[src/rtl/core/bbs_pkg.sv]
package bbs_pkg;

  localparam int PRICE_W    = 24;
  localparam int BAND_W     = 28;
  localparam int SQ_W       = 2 * PRICE_W;
  localparam int EXT_W      = BAND_W + 2;
  localparam int WL_W       = 7;
  localparam int GAIN_W     = 12;
  localparam int GAIN_FRAC  = 8;
  localparam int CFG_IDX_W  = 2;
  localparam int CFG_DATA_W = 12;

  localparam logic [WL_W-1:0]   WL_RESET   = 7'd20;
  localparam logic [GAIN_W-1:0] GAIN_RESET = 12'd512;

  localparam logic signed [EXT_W-1:0] BAND_TOP    = EXT_W'((64'sd1 <<< (BAND_W - 1)) - 1);
  localparam logic signed [EXT_W-1:0] BAND_BOTTOM = EXT_W'(-(64'sd1 <<< (BAND_W - 1)));

  typedef enum logic [CFG_IDX_W-1:0] {
    CFG_WINDOW = 2'd0,
    CFG_GAIN   = 2'd1
  } cfg_idx_e;

  typedef struct packed {
    logic            ge;
    logic [SQ_W-1:0] diff;
  } step_res_t;

endpackage

[src/rtl/core/bbs_step.sv]
module bbs_step import bbs_pkg::*; (
  input  logic [SQ_W-1:0] a_i,
  input  logic [SQ_W-1:0] b_i,
  output step_res_t       res_o
);

  logic [SQ_W:0] sub;

  assign sub        = {1'b0, a_i} - {1'b0, b_i};
  assign res_o.ge   = ~sub[SQ_W];
  assign res_o.diff = sub[SQ_W-1:0];

endmodule

[config.mk]
export PLATFORM = sky130hd
export DESIGN_NAME = bbs_step
export DESIGN_NICKNAME = d
export VERILOG_FILES = /design/src/rtl/core/bbs_pkg.sv /design/src/rtl/core/bbs_step.sv
export SDC_FILE = /design/constraint.sdc
export NUM_CORES = 1
export LEC_CHECK = 0
export BUFFER_PORTS_ARGS = -buffer_cell sky130_fd_sc_hd__buf_2
export CAP_MARGIN = 20
export CORE_MARGIN = 1
export CORE_UTILIZATION = 50
export DETAILED_ROUTE_END_ITERATION = 8
export PLACE_DENSITY = 0.91
export SLEW_MARGIN = 20
export SYNTH_ARGS = -nofsm -noshare
export SYNTH_HDL_FRONTEND = slang
export SYNTH_SLANG_ARGS = --single-unit
[constraint.sdc]
create_clock -name vclk -period 3.4
set_clock_uncertainty 0.1 [all_clocks]
set_input_delay 0.51 -clock vclk [all_inputs]
set_output_delay 0.51 -clock vclk [all_outputs]
set_load 0.01 [all_outputs]
======== Yosys cells after proc, flatten, opt, wreduce, memory -nomap -nowiden ========
Cells that the tools add are included.
operators by class
  bitwise operators ....................... 1
  add/sub/neg operators ................... 1
operator list
  cell                          number
  subtractor 48 x 48 -> 49 bit  1
  NOT 1 bit                     1
storage, ports and cells
  input bits .............................. 96
  output and inout port bits .............. 49
  word-level logic and storage cells ...... 2
  register bits after elaboration ......... 0

======== Depth between registers and ports, before layout ========
  depth after elaboration ................. 2
  depth in mapped cells ................... 12
  depth with buffers taken out ............ 12

======== Worst setup path after synthesis ========
OpenSTA, ideal clock, no wires.
  kind .................................... input to output
  start ................................... in a_i[0]
  end ..................................... out res_o[38] (netlist name)
  required time ........................... 2.790 ns
  path buffers ............................ 0
  setup slack ............................. -0.009 ns
  stages on the path ...................... 12
  arrival ................................. 2.799 ns
  path through ............................ inv_1 > ha_1 > fa_1 > nor2b_1 > o21ai_1 > nand2b_2 > a31oi_2 > o311a_1 > o21a_2 > a21boi_1 > nor2_1 > a311oi_1
RTL lines
  what             line           text
  start, declared  bbs_step.sv:2  input logic [SQ_W-1:0] a_i,
  end, declared    bbs_step.sv:4  output step_res_t res_o

==> metrics <==
status=finished, violations left; failing checks=setup timing; Setup Crit Path Kind=in2out; final-report max-slew violation count=0; number of max-cap violations=0; Setup crit start kind=input port; Max Clk Rate=277 MHz; Hold Path End=res_o[0]; Synth Instances=458; Yosys warning total=0; Core Region=0.00568 sq mm; TNS Setup=-1.65 ns; fin area=0.00461 sq mm; post-DP HPWL=7870 um; grt ovf=0; total wire length=11400 um; min-delay src=b_i[0]; first-pass GRT wire length=15800 um; Remaining DRCs=0; hold path cells=4; vias in the first global route=3850; row count=27; largest net degree at the start of global routing=11; IO Pins=145; Core Util, Final=0.812; layout cell share with drive strength beyond 1=0.416; FF+latch count=0; Setup WS post-layout=-0.213 ns; Syn Area/Cell=6.60 sq um; Arrival @ worst endpoint=3.00 ns; initial antenna violation count=0; final hold violations=0; die width=79.7 um; Initial Util=0.532; Seq/Total Area, Yosys=0; Detail Route Antenna Nets=0; All-Layer GR Usage=0.296; Die Y-Extent=79.7 um; Routed WL per cell=16.1 um; CLK BUF=0; Worst Path Max Fanout=5; Slew @ Worst Pin=0.574 ns; HP Class=in2out; DR pass1 iterations=4; n_diodes=0; maximum vdd drop=0.000135 V; Slew headroom=0.613; Final Cycle Share=1.06; synthesized area=0.00302 sq mm; dpl cell area=0.00409 sq mm; GPL Wtd Cong=0.937; vias=4240; I/O Buffers=145; RSZ-0062 raised after global routing=yes; Critical Path RT=2.79 ns; Vias/cell=5.96; Reg area=0 sq um; layout filler cell count=362; final hold slack=1.26 ns; Finish-stage setup viols=17; pwr/cell area=234 mW/mm^2; static leakage=2.41 nW; # nets final=786; Tmin final=3.61 ns; Crit. End Element=output port; Synth Net Count=603; pre-CTS setup slack=-0.322 ns; 1st-iter DRT viols=194; area delta synth->final=52.4%; Synth cell types=58; die area=0.00636 sq mm
[cells in the final DEF (no fill, tap or decap), types with 10 or more instances in the layout]
cell,count
ha_1,35
xor2_1,13
nand4_1,10
xnor2_1,24
nand2_1,37
nand3_1,14
buf_2,140
buf_4,47
a21oi_1,49
o21ai_0,25
inv_1,55
a21o_1,23
nor2_1,23
[critical path, stage by stage]
cell      delay, ns
buf_8          0.08
inv_4          0.03
ha_4           0.16
fa_2           0.38
nor2b_4        0.20
o21ai_4        0.09
nand2b_4       0.08
a31oi_4        0.10
o311a_4        0.38
o21a_4         0.26
a21oi_4        0.19
nor3_1         0.11
o21ai_1        0.23
buf_2          0.19
[power breakdown]
part / switching (mW) / internal, mW / total (mW)
sequential: 0 / 0 / 0
combinational: 0.577 / 0.499 / 1.08
clock: 0 / 0 / 0
total: 0.577 / 0.499 / 1.08
[area by class of cell]
class,count,area (sq um),area share
tap,72,90.1,0.0196
timing repair buffer,197,1170,0.254
multi-input combinational,383,3120,0.677
inverter,59,229,0.0497
[Yosys cell counts, types with 2 or more instances]
cell	instances	share of area
nand4_1	10	0.021
xor2_1	13	0.038
nor2b_1	8	0.017
a21oi_2	4	0.012
o2111ai_1	2	0.0058
a21oi_1	56	0.093
o21ai_1	3	0.0050
buf_2	2	0.0033
nand2_1	37	0.046
and4_1	2	0.0058
a211o_1	2	0.0058
clkbuf_1	11	0.014
and3_1	8	0.017
a21o_1	23	0.057
xnor2_1	26	0.075
nor3_1	7	0.012
clkbuf_2	2	0.0033
a311oi_1	2	0.0058
inv_1	59	0.073
a221oi_1	2	0.0058
nor2_1	24	0.030
ha_1	48	0.20
o21bai_1	5	0.012
a31oi_1	6	0.012
nor4_1	2	0.0041
and2_1	3	0.0062
o31ai_2	2	0.0083
o21a_1	9	0.022
o311a_1	3	0.0099
a211oi_1	2	0.0050
nand2b_1	6	0.012
o21ai_0	29	0.048
nand3_1	14	0.023
a21boi_2	2	0.0075
[per-layer routing]
layer	part of all wire	up-vias	wire length, um	global-route usage
met5	0	-	0	0
met4	0.047	0	532	0.0786
met3	0.081	60	929	0.0320
met2	0.51	248	5780	0.575
met1	0.37	1925	4190	0.337
li1	-	2007	-	-
[kinds of logic after synthesis]
kind of cell | after synthesis | share of synthesized area
AO/OA/AOI/OAI | 167 | 0.374
XOR/XNOR | 39 | 0.113
adder cells (fa/ha/maj) | 49 | 0.205
buffers and inverters | 75 | 0.0973
multiplexers | 1 | 0.00331
AND/OR/NAND/NOR | 127 | 0.207
[worst max path at each step]
stage	slack, ns	depth (start not counted)	to	startpoint
6_report	-0.21	14	res_o[48]	a_i[0]
3_3_place_gp	-0.20	14	res_o[44]	a_i[0]
2_1_floorplan	0.02	12	res_o[44]	a_i[0]
4_1_cts	-0.09	14	res_o[46]	a_i[0]
3_5_place_dp	-0.32	14	res_o[44]	a_i[0]
5_1_grt	-0.33	14	res_o[48]	a_i[0]
[repair_timing]
item,4_1_cts,5_1_grt
pin swaps,17,40
endpoints found under the setup margin,21,29
resized for setup,16,70
cloned,0,0
hold buffers,0,0
buffers inserted,1,9
[stage by stage]
stage                     cells  power [mW]
final                       711        1.08
after floorplan             458       0.566
after CTS                   702       0.932
after global placement      701       0.888
after detailed placement    701       0.912
after global routing        711        1.17
(Power assumes the default switching activity.)
